## config.mk

```make
export PLATFORM = sky130hd
export DESIGN_NAME = json_string_unescape
export DESIGN_NICKNAME = d
export VERILOG_FILES = /design/src/sv/jsu_pkg.sv /design/src/sv/jsu_utf8.sv /design/src/sv/jsu_decode.sv /design/src/sv/jsu_outbuf.sv /design/src/sv/json_string_unescape.sv
export SDC_FILE = /design/constraint.sdc
export NUM_CORES = 1
export LEC_CHECK = 0
export ABC_AREA = 1
export BUFFER_PORTS_ARGS = -buffer_cell sky130_fd_sc_hd__buf_4
export CAP_MARGIN = 20
export CORE_UTILIZATION = 55
export CTS_BUF_LIST = sky130_fd_sc_hd__clkbuf_8
export DETAILED_ROUTE_END_ITERATION = 8
export PLACE_DENSITY = 0.74
export REMOVE_ABC_BUFFERS = 1
export SLEW_MARGIN = 20
export SYNTH_ARGS = -nofsm -noshare
export SYNTH_HDL_FRONTEND = slang
export SYNTH_SLANG_ARGS = --single-unit
```

## constraint.sdc

```tcl
create_clock -name clk -period 4.4 [get_ports clk]
set_input_delay 0 -clock clk [delete_from_list [all_inputs] [get_ports clk]]
set_output_delay 0 -clock clk [all_outputs]
set_load 0.02 [all_outputs]
```

## src/sv/jsu_pkg.sv

```systemverilog
// Shared types, codes and helpers for the JSON string unescaper.
// Used by every module of the block; depends on nothing.
package jsu_pkg;

  typedef enum logic [2:0] {
    KIND_BYTE     = 3'd0,
    KIND_CLOSED   = 3'd1,
    KIND_NO_CLOSE = 3'd2,
    KIND_BAD_ESC  = 3'd3,
    KIND_BAD_HEX  = 3'd4,
    KIND_BAD_SURR = 3'd5,
    KIND_CTRL     = 3'd6,
    KIND_NO_OPEN  = 3'd7
  } kind_t;

  typedef enum logic [2:0] {
    MODE_IDLE    = 3'd0,
    MODE_BODY    = 3'd1,
    MODE_ESC     = 3'd2,
    MODE_HEX1    = 3'd3,
    MODE_WANT_BS = 3'd4,
    MODE_WANT_U  = 3'd5,
    MODE_HEX2    = 3'd6
  } mode_t;

  localparam logic [7:0] CH_NUL    = 8'h00;
  localparam logic [7:0] CH_QUOTE  = 8'h22;
  localparam logic [7:0] CH_BSLASH = 8'h5C;
  localparam logic [7:0] CH_SLASH  = 8'h2F;
  localparam logic [7:0] CH_B      = 8'h62;
  localparam logic [7:0] CH_F      = 8'h66;
  localparam logic [7:0] CH_N      = 8'h6E;
  localparam logic [7:0] CH_R      = 8'h72;
  localparam logic [7:0] CH_T      = 8'h74;
  localparam logic [7:0] CH_U      = 8'h75;
  localparam logic [7:0] CH_0      = 8'h30;
  localparam logic [7:0] CH_9      = 8'h39;
  localparam logic [7:0] CH_UA     = 8'h41;
  localparam logic [7:0] CH_UF     = 8'h46;
  localparam logic [7:0] CH_LA     = 8'h61;
  localparam logic [7:0] CH_LF     = 8'h66;
  localparam logic [7:0] CTRL_LIMIT = 8'h20;

  localparam logic [7:0] BYTE_BS  = 8'h08;
  localparam logic [7:0] BYTE_FF  = 8'h0C;
  localparam logic [7:0] BYTE_LF  = 8'h0A;
  localparam logic [7:0] BYTE_CR  = 8'h0D;
  localparam logic [7:0] BYTE_TAB = 8'h09;

  // Top six bits of a UTF-16 unit: high surrogate D800..DBFF, low DC00..DFFF.
  localparam logic [5:0] SURR_HI_TAG = 6'b110110;
  localparam logic [5:0] SURR_LO_TAG = 6'b110111;
  localparam logic [20:0] SUPP_BASE  = 21'h10000;
  localparam logic [15:0] LEN_MAX    = 16'hFFFF;
  localparam logic [1:0]  HEX_LAST   = 2'd3;

  localparam int RES_MAX = 4;

  typedef struct packed {
    kind_t       kind;
    logic [7:0]  data;
    logic [15:0] length;
  } res_t;

  typedef struct packed {
    logic [2:0]         n;
    res_t [RES_MAX-1:0] res;
  } dec_out_t;

  typedef struct packed {
    logic [2:0]       n;
    logic [3:0][7:0]  bytes;
  } utf8_t;

  // Hex digit value, MSB set when the byte is a valid digit.
  function automatic logic [4:0] hex_of(input logic [7:0] b);
    logic [4:0] r;
    r = '0;
    if (b >= CH_0 && b <= CH_9) begin
      r = {1'b1, 4'(b - CH_0)};
    end else if (b >= CH_UA && b <= CH_UF) begin
      r = {1'b1, 4'(b - CH_UA + 8'd10)};
    end else if (b >= CH_LA && b <= CH_LF) begin
      r = {1'b1, 4'(b - CH_LA + 8'd10)};
    end
    return r;
  endfunction

endpackage

```

## src/sv/jsu_utf8.sv

```systemverilog
// UTF-8 encoder: one code point in, one to four bytes out, first byte in lane 0.
// Depends on jsu_pkg.
module jsu_utf8 (
  input  logic [20:0]   cp,
  output jsu_pkg::utf8_t enc
);

  always_comb begin
    enc = '0;
    if (cp < 21'h80) begin
      enc.n        = 3'd1;
      enc.bytes[0] = cp[7:0];
    end else if (cp < 21'h800) begin
      enc.n        = 3'd2;
      enc.bytes[0] = {3'b110, cp[10:6]};
      enc.bytes[1] = {2'b10, cp[5:0]};
    end else if (cp < jsu_pkg::SUPP_BASE) begin
      enc.n        = 3'd3;
      enc.bytes[0] = {4'b1110, cp[15:12]};
      enc.bytes[1] = {2'b10, cp[11:6]};
      enc.bytes[2] = {2'b10, cp[5:0]};
    end else begin
      enc.n        = 3'd4;
      enc.bytes[0] = {5'b11110, cp[20:18]};
      enc.bytes[1] = {2'b10, cp[17:12]};
      enc.bytes[2] = {2'b10, cp[11:6]};
      enc.bytes[3] = {2'b10, cp[5:0]};
    end
  end

endmodule

```

## src/sv/jsu_decode.sv

```systemverilog
// Escape decoder: parse state and the results of one byte.
// Depends on jsu_pkg and jsu_utf8.
module jsu_decode (
  input  logic              clk,
  input  logic              rst_n,
  input  logic              adv,
  input  logic [7:0]        in_byte,
  output jsu_pkg::dec_out_t dec
);

  jsu_pkg::mode_t mode_r, mode_nxt;
  logic [15:0] hex_value_r, hex_value_nxt;
  logic [1:0]  hex_seen_r, hex_seen_nxt;
  logic [9:0]  high_half_r, high_half_nxt;
  logic [15:0] byte_count_r, byte_count_nxt;

  logic [4:0]  hex;
  logic        hex_ok;
  logic [15:0] u;
  logic        hex_done;
  logic        esc_ok;
  logic [7:0]  esc_byte;
  logic [20:0] cp;
  logic [2:0]  nbytes;
  logic [16:0] count_sum;
  jsu_pkg::utf8_t enc;

  assign hex      = jsu_pkg::hex_of(in_byte);
  assign hex_ok   = hex[4];
  assign u        = {hex_value_r[11:0], hex[3:0]};
  assign hex_done = (hex_seen_r == jsu_pkg::HEX_LAST);
  assign cp       = (mode_r == jsu_pkg::MODE_HEX2) ?
                    (21'({high_half_r, u[9:0]}) + jsu_pkg::SUPP_BASE) : 21'(u);

  jsu_utf8 u_utf8 (
    .cp  (cp),
    .enc (enc)
  );

  // Single-byte escapes.
  always_comb begin
    esc_ok   = 1'b1;
    esc_byte = in_byte;
    unique case (in_byte)
      jsu_pkg::CH_QUOTE, jsu_pkg::CH_BSLASH, jsu_pkg::CH_SLASH: esc_byte = in_byte;
      jsu_pkg::CH_B: esc_byte = jsu_pkg::BYTE_BS;
      jsu_pkg::CH_F: esc_byte = jsu_pkg::BYTE_FF;
      jsu_pkg::CH_N: esc_byte = jsu_pkg::BYTE_LF;
      jsu_pkg::CH_R: esc_byte = jsu_pkg::BYTE_CR;
      jsu_pkg::CH_T: esc_byte = jsu_pkg::BYTE_TAB;
      default: esc_ok = 1'b0;
    endcase
  end

  // Next state.
  always_comb begin
    mode_nxt      = mode_r;
    hex_value_nxt = hex_value_r;
    hex_seen_nxt  = hex_seen_r;
    high_half_nxt = high_half_r;
    unique case (mode_r)
      jsu_pkg::MODE_IDLE: begin
        if (in_byte == jsu_pkg::CH_QUOTE) mode_nxt = jsu_pkg::MODE_BODY;
      end
      jsu_pkg::MODE_BODY: begin
        if (in_byte == jsu_pkg::CH_QUOTE) begin
          mode_nxt = jsu_pkg::MODE_IDLE;
        end else if (in_byte == jsu_pkg::CH_BSLASH) begin
          mode_nxt = jsu_pkg::MODE_ESC;
        end else if (in_byte < jsu_pkg::CTRL_LIMIT) begin
          mode_nxt = jsu_pkg::MODE_IDLE;
        end
      end
      jsu_pkg::MODE_ESC: begin
        if (in_byte == jsu_pkg::CH_U) begin
          mode_nxt      = jsu_pkg::MODE_HEX1;
          hex_value_nxt = '0;
          hex_seen_nxt  = '0;
        end else if (esc_ok) begin
          mode_nxt = jsu_pkg::MODE_BODY;
        end else begin
          mode_nxt = jsu_pkg::MODE_IDLE;
        end
      end
      jsu_pkg::MODE_HEX1, jsu_pkg::MODE_HEX2: begin
        if (!hex_ok) begin
          mode_nxt = jsu_pkg::MODE_IDLE;
        end else if (!hex_done) begin
          hex_value_nxt = u;
          hex_seen_nxt  = hex_seen_r + 2'd1;
        end else begin
          hex_value_nxt = u;
          hex_seen_nxt  = '0;
          if (mode_r == jsu_pkg::MODE_HEX1) begin
            if (u[15:10] == jsu_pkg::SURR_HI_TAG) begin
              high_half_nxt = u[9:0];
              mode_nxt      = jsu_pkg::MODE_WANT_BS;
            end else begin
              mode_nxt = jsu_pkg::MODE_BODY;
            end
          end else if (u[15:10] == jsu_pkg::SURR_LO_TAG) begin
            mode_nxt = jsu_pkg::MODE_BODY;
          end else begin
            mode_nxt = jsu_pkg::MODE_IDLE;
          end
        end
      end
      jsu_pkg::MODE_WANT_BS: begin
        mode_nxt = (in_byte == jsu_pkg::CH_BSLASH) ? jsu_pkg::MODE_WANT_U
                                                   : jsu_pkg::MODE_IDLE;
      end
      jsu_pkg::MODE_WANT_U: begin
        if (in_byte == jsu_pkg::CH_U) begin
          mode_nxt      = jsu_pkg::MODE_HEX2;
          hex_value_nxt = '0;
          hex_seen_nxt  = '0;
        end else begin
          mode_nxt = jsu_pkg::MODE_IDLE;
        end
      end
      default: mode_nxt = jsu_pkg::MODE_IDLE;
    endcase

    // Saturating decoded length; an opening quote starts a new count.
    count_sum = {1'b0, byte_count_r} + 17'(nbytes);
    if (mode_r == jsu_pkg::MODE_IDLE && in_byte == jsu_pkg::CH_QUOTE) begin
      byte_count_nxt = '0;
    end else begin
      byte_count_nxt = count_sum[16] ? jsu_pkg::LEN_MAX : count_sum[15:0];
    end
  end

  // Results of this byte.
  always_comb begin
    dec    = '0;
    nbytes = '0;
    unique case (mode_r)
      jsu_pkg::MODE_IDLE: begin
        if (in_byte != jsu_pkg::CH_QUOTE) begin
          dec.n           = 3'd1;
          dec.res[0].kind = jsu_pkg::KIND_NO_OPEN;
        end
      end
      jsu_pkg::MODE_BODY: begin
        if (in_byte == jsu_pkg::CH_QUOTE) begin
          dec.n             = 3'd1;
          dec.res[0].kind   = jsu_pkg::KIND_CLOSED;
          dec.res[0].length = byte_count_r;
        end else if (in_byte == jsu_pkg::CH_BSLASH) begin
          dec.n = 3'd0;
        end else if (in_byte == jsu_pkg::CH_NUL) begin
          dec.n           = 3'd1;
          dec.res[0].kind = jsu_pkg::KIND_NO_CLOSE;
        end else if (in_byte < jsu_pkg::CTRL_LIMIT) begin
          dec.n           = 3'd1;
          dec.res[0].kind = jsu_pkg::KIND_CTRL;
        end else begin
          dec.n           = 3'd1;
          nbytes          = 3'd1;
          dec.res[0].kind = jsu_pkg::KIND_BYTE;
          dec.res[0].data = in_byte;
        end
      end
      jsu_pkg::MODE_ESC: begin
        if (in_byte == jsu_pkg::CH_U) begin
          dec.n = 3'd0;
        end else if (esc_ok) begin
          dec.n           = 3'd1;
          nbytes          = 3'd1;
          dec.res[0].kind = jsu_pkg::KIND_BYTE;
          dec.res[0].data = esc_byte;
        end else begin
          dec.n           = 3'd1;
          dec.res[0].kind = jsu_pkg::KIND_BAD_ESC;
        end
      end
      jsu_pkg::MODE_HEX1, jsu_pkg::MODE_HEX2: begin
        if (!hex_ok) begin
          dec.n           = 3'd1;
          dec.res[0].kind = jsu_pkg::KIND_BAD_HEX;
        end else if (hex_done) begin
          if (mode_r == jsu_pkg::MODE_HEX2 && u[15:10] != jsu_pkg::SURR_LO_TAG) begin
            dec.n           = 3'd1;
            dec.res[0].kind = jsu_pkg::KIND_BAD_SURR;
          end else if (mode_r == jsu_pkg::MODE_HEX2 ||
                       u[15:10] != jsu_pkg::SURR_HI_TAG) begin
            dec.n  = enc.n;
            nbytes = enc.n;
            for (int i = 0; i < jsu_pkg::RES_MAX; i++) begin
              dec.res[i].kind = jsu_pkg::KIND_BYTE;
              dec.res[i].data = enc.bytes[i];
            end
          end
        end
      end
      jsu_pkg::MODE_WANT_BS: begin
        if (in_byte != jsu_pkg::CH_BSLASH) begin
          dec.n           = 3'd1;
          dec.res[0].kind = jsu_pkg::KIND_BAD_SURR;
        end
      end
      jsu_pkg::MODE_WANT_U: begin
        if (in_byte != jsu_pkg::CH_U) begin
          dec.n           = 3'd1;
          dec.res[0].kind = jsu_pkg::KIND_BAD_SURR;
        end
      end
      default: dec.n = 3'd0;
    endcase
  end

  always_ff @(posedge clk) begin
    if (!rst_n) begin
      mode_r       <= jsu_pkg::MODE_IDLE;
      hex_value_r  <= '0;
      hex_seen_r   <= '0;
      high_half_r  <= '0;
      byte_count_r <= '0;
    end else if (adv) begin
      mode_r       <= mode_nxt;
      hex_value_r  <= hex_value_nxt;
      hex_seen_r   <= hex_seen_nxt;
      high_half_r  <= high_half_nxt;
      byte_count_r <= byte_count_nxt;
    end
  end

endmodule

```

## src/sv/jsu_outbuf.sv

```systemverilog
// Result register: holds up to four results of one byte and sends them as beats.
// Depends on jsu_pkg.
module jsu_outbuf (
  input  logic              clk,
  input  logic              rst_n,
  input  logic              load,
  input  jsu_pkg::dec_out_t dec,
  output logic              free,
  output logic              out_tvalid,
  input  logic              out_tready,
  output logic [23:0]       out_tdata,   // out_byte[7:0], out_length[23:8]
  output logic [2:0]        out_tuser,   // kind[2:0]
  output logic              out_tlast
);

  jsu_pkg::res_t [jsu_pkg::RES_MAX-1:0] ent_r;
  logic [2:0] cnt_r, cnt_nxt;
  logic [1:0] idx_r, idx_nxt;
  logic       fire;
  jsu_pkg::res_t cur;

  assign cur        = ent_r[idx_r];
  assign out_tvalid = (cnt_r != 3'd0);
  assign out_tdata  = {cur.length, cur.data};
  assign out_tuser  = cur.kind;
  assign out_tlast  = (cnt_r == 3'd1);
  assign fire       = out_tvalid && out_tready;
  // Room for the next byte's results once the final beat leaves.
  assign free       = (cnt_r == 3'd0) || (cnt_r == 3'd1 && out_tready);

  always_comb begin
    cnt_nxt = cnt_r;
    idx_nxt = idx_r;
    if (load) begin
      cnt_nxt = dec.n;
      idx_nxt = '0;
    end else if (fire) begin
      cnt_nxt = cnt_r - 3'd1;
      idx_nxt = idx_r + 2'd1;
    end
  end

  always_ff @(posedge clk) begin
    if (!rst_n) begin
      cnt_r <= '0;
      idx_r <= '0;
    end else begin
      cnt_r <= cnt_nxt;
      idx_r <= idx_nxt;
    end
  end

  always_ff @(posedge clk) begin
    if (load) ent_r <= dec.res;
  end

endmodule

```

## src/sv/json_string_unescape.sv

```systemverilog
// Top level of the JSON string unescaper: input register, decoder, result register.
// Depends on jsu_pkg, jsu_decode, jsu_utf8 and jsu_outbuf.
//
// Feed the bytes of a quoted JSON string, opening quote first, one beat per byte.
// Each byte yields zero to four result beats: a decoded UTF-8 byte, a close with
// the decoded length, or an error, and tlast marks the final beat of that byte.
// The input takes one byte per cycle while out_tready is high and each byte gives
// at most one result; a \u escape that expands to two, three or four UTF-8 bytes
// holds the input until its final beat leaves the result register, which sends
// one beat per cycle while out_tready is high; input and results are registered.
// After a close or any error the block is idle and waits for a quote.
module json_string_unescape (
  input  logic        clk,
  input  logic        rst_n,
  input  logic        in_tvalid,
  output logic        in_tready,
  input  logic [7:0]  in_tdata,    // in_byte[7:0]
  output logic        out_tvalid,
  input  logic        out_tready,
  output logic [23:0] out_tdata,   // out_byte[7:0], out_length[23:8]
  output logic [2:0]  out_tuser,   // kind[2:0]
  output logic        out_tlast
);

  logic       in_valid_r;
  logic [7:0] in_byte_r;
  logic       free;
  logic       load;
  jsu_pkg::dec_out_t dec;

  assign load      = in_valid_r && free;
  assign in_tready = !in_valid_r || load;

  always_ff @(posedge clk) begin
    if (!rst_n) begin
      in_valid_r <= 1'b0;
    end else if (in_tready) begin
      in_valid_r <= in_tvalid;
    end
  end

  always_ff @(posedge clk) begin
    if (in_tready && in_tvalid) in_byte_r <= in_tdata;
  end

  jsu_decode u_decode (
    .clk     (clk),
    .rst_n   (rst_n),
    .adv     (load),
    .in_byte (in_byte_r),
    .dec     (dec)
  );

  jsu_outbuf u_outbuf (
    .clk        (clk),
    .rst_n      (rst_n),
    .load       (load),
    .dec        (dec),
    .free       (free),
    .out_tvalid (out_tvalid),
    .out_tready (out_tready),
    .out_tdata  (out_tdata),
    .out_tuser  (out_tuser),
    .out_tlast  (out_tlast)
  );

endmodule

```

## After elaboration in Yosys (flattened, before gate mapping)

Index checks and enable logic that the tools add are counted.

| operators by class | value |
|---|---|
| $add $sub $neg | 10 |
| order comparisons | 11 |
| equality and inequality tests | 29 |
| multiplexer cells | 88 |
| bitwise gates (word level) | 5 |
| reduce and logical (&&, ||, !) cells | 31 |

Operators with widths:

| operator | number |
|---|---|
| 2-to-1 mux 3 bit | 34 |
| 2-to-1 mux 16 bit | 5 |
| 2-to-1 mux 24 bit | 3 |
| 2-to-1 mux 8 bit | 9 |
| equality test 8 x 7 -> 1 bit, second input constant | 7 |
| binary-select mux 27 bit (select 2 bit) | 1 |
| one-hot mux 3 bit (6 select lines) | 3 |
| 2-to-1 mux 11 bit | 4 |
| one-hot mux 8 bit (5 select lines) | 1 |
| 2-to-1 mux 14 bit | 2 |
| 2-to-1 mux 27 bit | 1 |
| 2-to-1 mux 12 bit | 2 |
| one-hot mux 12 bit (2 select lines) | 1 |
| one-hot mux 8 bit (3 select lines) | 1 |
| 2-to-1 mux 22 bit | 1 |
| adder 20 x 17 -> 21 bit, second input constant | 1 |
| less-than comparator 21 x 12 -> 1 bit, second input constant | 1 |
| less-than comparator 21 x 17 -> 1 bit, second input constant | 1 |
| less-than comparator 21 x 8 -> 1 bit, second input constant | 1 |
| 2-to-1 mux 21 bit | 1 |
| adder 16 x 3 -> 17 bit | 1 |
| equality test 8 x 6 -> 1 bit, second input constant | 2 |
| >= comparator 8 x 7 -> 1 bit, second input constant | 2 |
| less-or-equal comparator 8 x 7 -> 1 bit, second input constant | 2 |
| 40 further kinds | 87 |

| storage, ports and cells | value |
|---|---|
| register bits after elaboration | 117 |
| bits of input ports | 12 |
| output and inout port bits | 30 |

## Longest topological paths before layout

| logic depth | value |
|---|---|
| word-level depth | 20 |
| mapped depth | 23 |
| mapped depth without buffers | 23 |

## Hierarchy

Synthesis repeated with hierarchy kept, for this count alone.

| second synthesis, totals | value |
|---|---|
| cells, all modules | 1,084 |
| area total of the unflattened synthesis | 9,147.5 um^2 |

By module, submodules not included:

| module | instances | cells an instance | area an instance (um^2) | seq. area each (um^2) |
|---|---|---|---|---|
| jsu_outbuf | 1 | 312 | 4,414.2 | 3,343.2 |
| jsu_decode | 1 | 636 | 3,816.2 | 860.8 |
| jsu_utf8 | 1 | 119 | 618.1 | 0.0 |
| json_string_unescape | 1 | 17 | 299.0 | 260.2 |

## Worst setup path after synthesis

No wires, ideal clock.

| timing path | value |
|---|---|
| path type | reg2reg |
| from | reg in_byte_r[0] |
| to | reg u_decode.byte_count_r[9] |
| arrival time | 3,042 ps |
| slack | 1,221 ps |
| cell stages (with the launch flop) | 23 |
| path through | edfxtp_1 > inv_1 > ha_1 > nand2_1 > inv_1 > nand3_1 > nand2_1 > nor2_1 > nand2_1 > nand2_1 > nand2_1 > o21bai_1 > ha_1 > fa_1 > nand2_1 > nand2_1 > nand4_1 > nor2_1 > nand3_1 > nor2_1 > clkbuf_1 > o21ai_0 > o22ai_1 |

| between the ends | value |
|---|---|
| longest elaborated chain between the ends | 19 |

Ends and longest elaborated chain:

| element | line | source |
|---|---|---|
| from (decl) | json_string_unescape.sv:26 | `logic [7:0] in_byte_r;` |
| from (signal assigned) | json_string_unescape.sv:43 | `if (in_tready && in_tvalid) in_byte_r <= in_tdata;` |
| subtractor 4 x 1 -> 4 bit (tied with other cells) | jsu_pkg.sv:82, jsu_pkg.sv:84 |  |
| adder 4 bit / logical AND 1 bit (equally long branches) | jsu_pkg.sv:82, jsu_pkg.sv:84, jsu_pkg.sv:83 |  |
| 2-to-1 mux 5 bit | jsu_pkg.sv:83 | `end else if (b >= CH_LA && b <= CH_LF) begin` |
| 2-to-1 mux 5 bit | jsu_pkg.sv:81 | `end else if (b >= CH_UA && b <= CH_UF) begin` |
| 2-to-1 mux 5 bit | jsu_pkg.sv:79 | `if (b >= CH_0 && b <= CH_9) begin` |
| adder 20 x 17 -> 21 bit | jsu_decode.sv:33 | `(21'({high_half_r, u[9:0]}) + jsu_pkg::SUPP_BASE) : 21'(u);` |
| 2-to-1 mux 21 bit | jsu_decode.sv:32 | `assign cp = (mode_r == jsu_pkg::MODE_HEX2) ?` |
| less-than comparator 21 x 17 -> 1 bit | jsu_utf8.sv:17 | `end else if (cp < jsu_pkg::SUPP_BASE) begin` |
| (+3 left out) | n/a |  |
| 2-to-1 mux 3 bit | jsu_decode.sv:185 | `end else if (mode_r == jsu_pkg::MODE_HEX2 \|\|` |
| 2-to-1 mux 3 bit | jsu_decode.sv:182 | `if (mode_r == jsu_pkg::MODE_HEX2 && u[15:10] != jsu_pkg::SURR_LO_TAG) begin` |
| 2-to-1 mux 3 bit | jsu_decode.sv:181 | `end else if (hex_done) begin` |
| 2-to-1 mux 3 bit | jsu_decode.sv:178 | `if (!hex_ok) begin` |
| one-hot mux 3 bit (3 select lines) | jsu_decode.sv:137 | `unique case (mode_r)` |
| adder 16 x 3 -> 17 bit | jsu_decode.sv:125 | `count_sum = {1'b0, byte_count_r} + 17'(nbytes);` |
| 2-to-1 mux 16 bit | jsu_decode.sv:129 | `byte_count_nxt = count_sum[16] ? jsu_pkg::LEN_MAX : count_sum[15:0];` |
| 2-to-1 mux 16 bit * | jsu_decode.sv:126 | `if (mode_r == jsu_pkg::MODE_IDLE && in_byte == jsu_pkg::CH_QUOTE) begin` |
| to (signal assigned) | jsu_decode.sv:224 | `byte_count_r <= byte_count_nxt;` |
| to (decl) | jsu_decode.sv:15 | `logic [15:0] byte_count_r, byte_count_nxt;` |

Mark *: on every way between the ends. The rest lies on a longest branch, timed or not.
A chain may end at the register's enable or synchronous reset.

## Worst setup path after layout

| timing path | value |
|---|---|
| from | reg in_byte_r[1] |
| to | reg u_decode.byte_count_r[14] |

Same word-level chain as after synthesis.

==> flow_metrics.env <==
export IMPL_syn_inst=763
export IMPL_gp_congestion=1.00
export IMPL_cts_buffers=9
export IMPL_cts_root_buf="clkbuf_8"
export IMPL_grt_pass1_vias=5011
export IMPL_num_antenna_cells=0
export IMPL_synth_xor_area_share_pct=1.21
export IMPL_die_area_um2=11000
export IMPL_synth_edf_count=56
export IMPL_crit_arrival_ns=4.26
export IMPL_layout_nets=834
export IMPL_synth_compound_area_share_pct=14.7
export IMPL_synth_mux_area_fraction_pct=0
export IMPL_start_kind="register"
export IMPL_initial_core_util_pct=56.5
export IMPL_clock_sinks=105
export IMPL_hp_class="in -> reg"
export IMPL_vdd_drop_max_v=0.000264
export IMPL_io_pins=42
export IMPL_grt_antenna_before_repair=0
export IMPL_drt_initial_drc_count=547
export IMPL_slew_viol_final=0
export IMPL_syn_area_per_cell_um2=7.61
export IMPL_fin_worst_hold_slack_ns=0.324
export IMPL_netlist_area_um2=5810
export IMPL_fin_crit_ns=3.95
export IMPL_routed_via_count=5311
export IMPL_critPathKind="reg -> reg"
export IMPL_die_h_um=105
export IMPL_crit_required_ns=4.72
export IMPL_synthAdderAreaFrac_pct=3.15
export IMPL_critPathSlowestCell="nor3_1"
export IMPL_fp_coreArea_um2=10300
export IMPL_hold_violations=0
export IMPL_ys_seq_area_share_pct=45.8
export IMPL_crit_top_cell="nand2_1"
export IMPL_setup_viol=0
export IMPL_routedWlPerCell_um=16.8
export IMPL_synthArstFlopShare_pct=0
export IMPL_antenna_left=0
export IMPL_drive_gt1_share_pct=10.6
export IMPL_cts_buffer_depth=2
export IMPL_fin_tns_setup_ns=0
export IMPL_max_stage_delay_ns=0.52
export IMPL_finClkSkew_ns=0.00860
export IMPL_grt_pass1_wl_mm=25.4
export IMPL_cp_max_fo=11
export IMPL_rsz0062_at_grt="false"
export IMPL_power_per_cell_area_nw_per_um2=414
export IMPL_grt_util_all_layers_pct=30.2
export IMPL_p_leak_nw=2.68
export IMPL_drc=0
export IMPL_dpl_instance_area_um2=6210
export IMPL_overflow=0
export IMPL_cts_setup_buffers=0
export IMPL_synth_seq_cells=105
export IMPL_htreeDepth=3
export IMPL_final_area_um2=6520
export IMPL_end_kind="register"
export IMPL_drtPass1Iterations=6
export IMPL_routed_wl_mm=15.9
export IMPL_synthFlopType="edfxtp_1"
export IMPL_die_w_um=105
export IMPL_synth_simple_area_share_pct=27.2
export IMPL_finalPower_mw=2.70
export IMPL_row_count=37
export IMPL_dp_hpwl_mm=11.8
export IMPL_clk_pin_slew_ns=0.10
export IMPL_synth_top_family_by_area="simple AND/OR/NAND/NOR gates"
export IMPL_synth_warning_count=0
export IMPL_clk_latency_ns=0.39
export IMPL_io_buffers=41
export IMPL_final_common_cell="nand2_1"
export IMPL_slew_headroom_pct=35.6
export IMPL_ys_types=41
export IMPL_cts_tree="yes"
export IMPL_finalCritPeriodShare_pct=89.7
export IMPL_fmax_mhz=253
export IMPL_area_growth_pct=12.2
export IMPL_cp_cell_sequence="inv_1 > ha_1 > nand3_1 > inv_1 > nor3_1 > nand2_1 > nand2_1 > o21bai_1 > ha_1 > fa_1 > nand2_1 > nand2_1 > nand4_1 > nor2_1 > nand3_1 > nor2_1 > buf_4 > inv_1 > nand2_1 > nand2_1 > o21ai_0"
export IMPL_vias_per_cell=5.60
export IMPL_grt_max_degree=34
export IMPL_max_slew_worst_pin_slew_ns=0.964
export IMPL_drv_cap=0
export IMPL_outcome="completed"
export IMPL_final_cell_mix="nand2_1 (166), nor2_1 (118), inv_1 (86)"
==> worst paths after layout <==
path                                                      startpoint                                      to  slack [ns]  depth (start not counted)
worst max-delay path                          in_byte_r[1]$_DFFE_PP_  u_decode.byte_count_r[14]$_SDFFE_PN0P_        0.45                         21
worst min-delay path                                     in_tdata[7]                  in_byte_r[7]$_DFFE_PP_        0.32                          2
worst max register to register                in_byte_r[1]$_DFFE_PP_  u_decode.byte_count_r[14]$_SDFFE_PN0P_        0.45                         21
worst min register to register  u_decode.high_half_r[0]$_SDFFE_PN0P_    u_decode.high_half_r[0]$_SDFFE_PN0P_        0.45                          2
==> layer usage <==
layer | track usage [%] | share of wire [%] | up-vias
li1 | - | - | 2635
met1 | 37.7 | 43 | 2413
met3 | 4.49 | 5.9 | 51
met4 | 18.6 | 4.6 | 0
met5 | 0 | 0 | -
met2 | 49.5 | 47 | 212
==> cells in the mapped netlist, types with 2 or more instances <==
cell / count / area [µm²]
nand3_2: 4 / 40.0
o21ai_1: 7 / 35.0
xor2_1: 8 / 70.1
nor2_4: 3 / 33.8
nor3_1: 11 / 55.1
ha_1: 13 / 163
inv_1: 84 / 315
nor2_1: 118 / 443
o21ai_0: 68 / 340
nand2_1: 166 / 623
nand2_2: 3 / 18.8
nand4_1: 17 / 106
dfxtp_1: 49 / 981
a211oi_1: 5 / 37.5
buf_6: 2 / 22.5
nand3_1: 31 / 155
a22oi_1: 3 / 22.5
nor2_2: 2 / 12.5
buf_2: 6 / 30.0
o211ai_1: 2 / 15.0
edfxtp_1: 56 / 1680
inv_2: 7 / 26.3
a21oi_1: 54 / 270
o22ai_1: 14 / 87.6
clkbuf_1: 14 / 52.6
==> stage by stage <==
stage | setup slack, ns | cells | util (%)
after CTS | 0.576 | 949 | 63.3
final | 0.454 | 949 | 63.4
after floorplan | 1.18 | 740 | -
after detailed placement | 0.618 | 922 | 60.4
after global placement | 0.623 | 922 | 60.4
after global routing | 0.0485 | 949 | 63.4
==> power by group <==
part | total (mW) | switching, mW | leakage [nW] | internal, mW
Combinational | 0.869 | 0.579 | 1.66 | 0.290
Clock | 0.597 | 0.337 | 0.107 | 0.260
Sequential | 1.23 | 0.0580 | 0.919 | 1.17
==> worst max-delay path, delay by kind of cell (launching register included) <==
kind	cells	cell delay, ns
compound gates	2	0.24
flops	1	0.45
fa+ha+maj	3	0.66
simple gates	12	2.00
buf+inv	4	0.51
==> repair_timing <==
item / CTS / global route
gates resized for setup: 0 / 2
endpoints found under the hold margin: 24 / 0
hold buffers: 11 / 0
setup endpoints to repair: 0 / 1
==> cell type report <==
cell class                 count  area [µm²]
tap                          136         170
clock buffer                   9         124
multi-input combinational    543        2700
sequential                   105        2660
inverter                      92         347
timing repair buffer          57         455
clock inverter                 7        63.8
fill                         893        3760
==> sequential cells by signal, summed over array words and instances, names as in the netlist <==
signal	cells
u_decode.byte_count_r	16
in_byte_r	8
in_valid_r	1
u_decode.hex_value_r	12
u_decode.mode_r	3
u_decode.high_half_r	10
u_outbuf.cnt_r	3
u_outbuf.idx_r	2
u_decode.hex_seen_r	2
u_outbuf.ent_r	48
==> logic make-up (layout without fill, tap and decap cells) <==
| family | after synthesis | after routing |
|---|---|---|
| simple gates | 362 | 362 |
| compound gates | 159 | 159 |
| buf+inv | 115 | 165 |
| flops | 105 | 105 |
| fa+ha+maj | 14 | 14 |
| xor+xnor | 8 | 8 |
No activity file was read; power rests on OpenSTA's default activity.
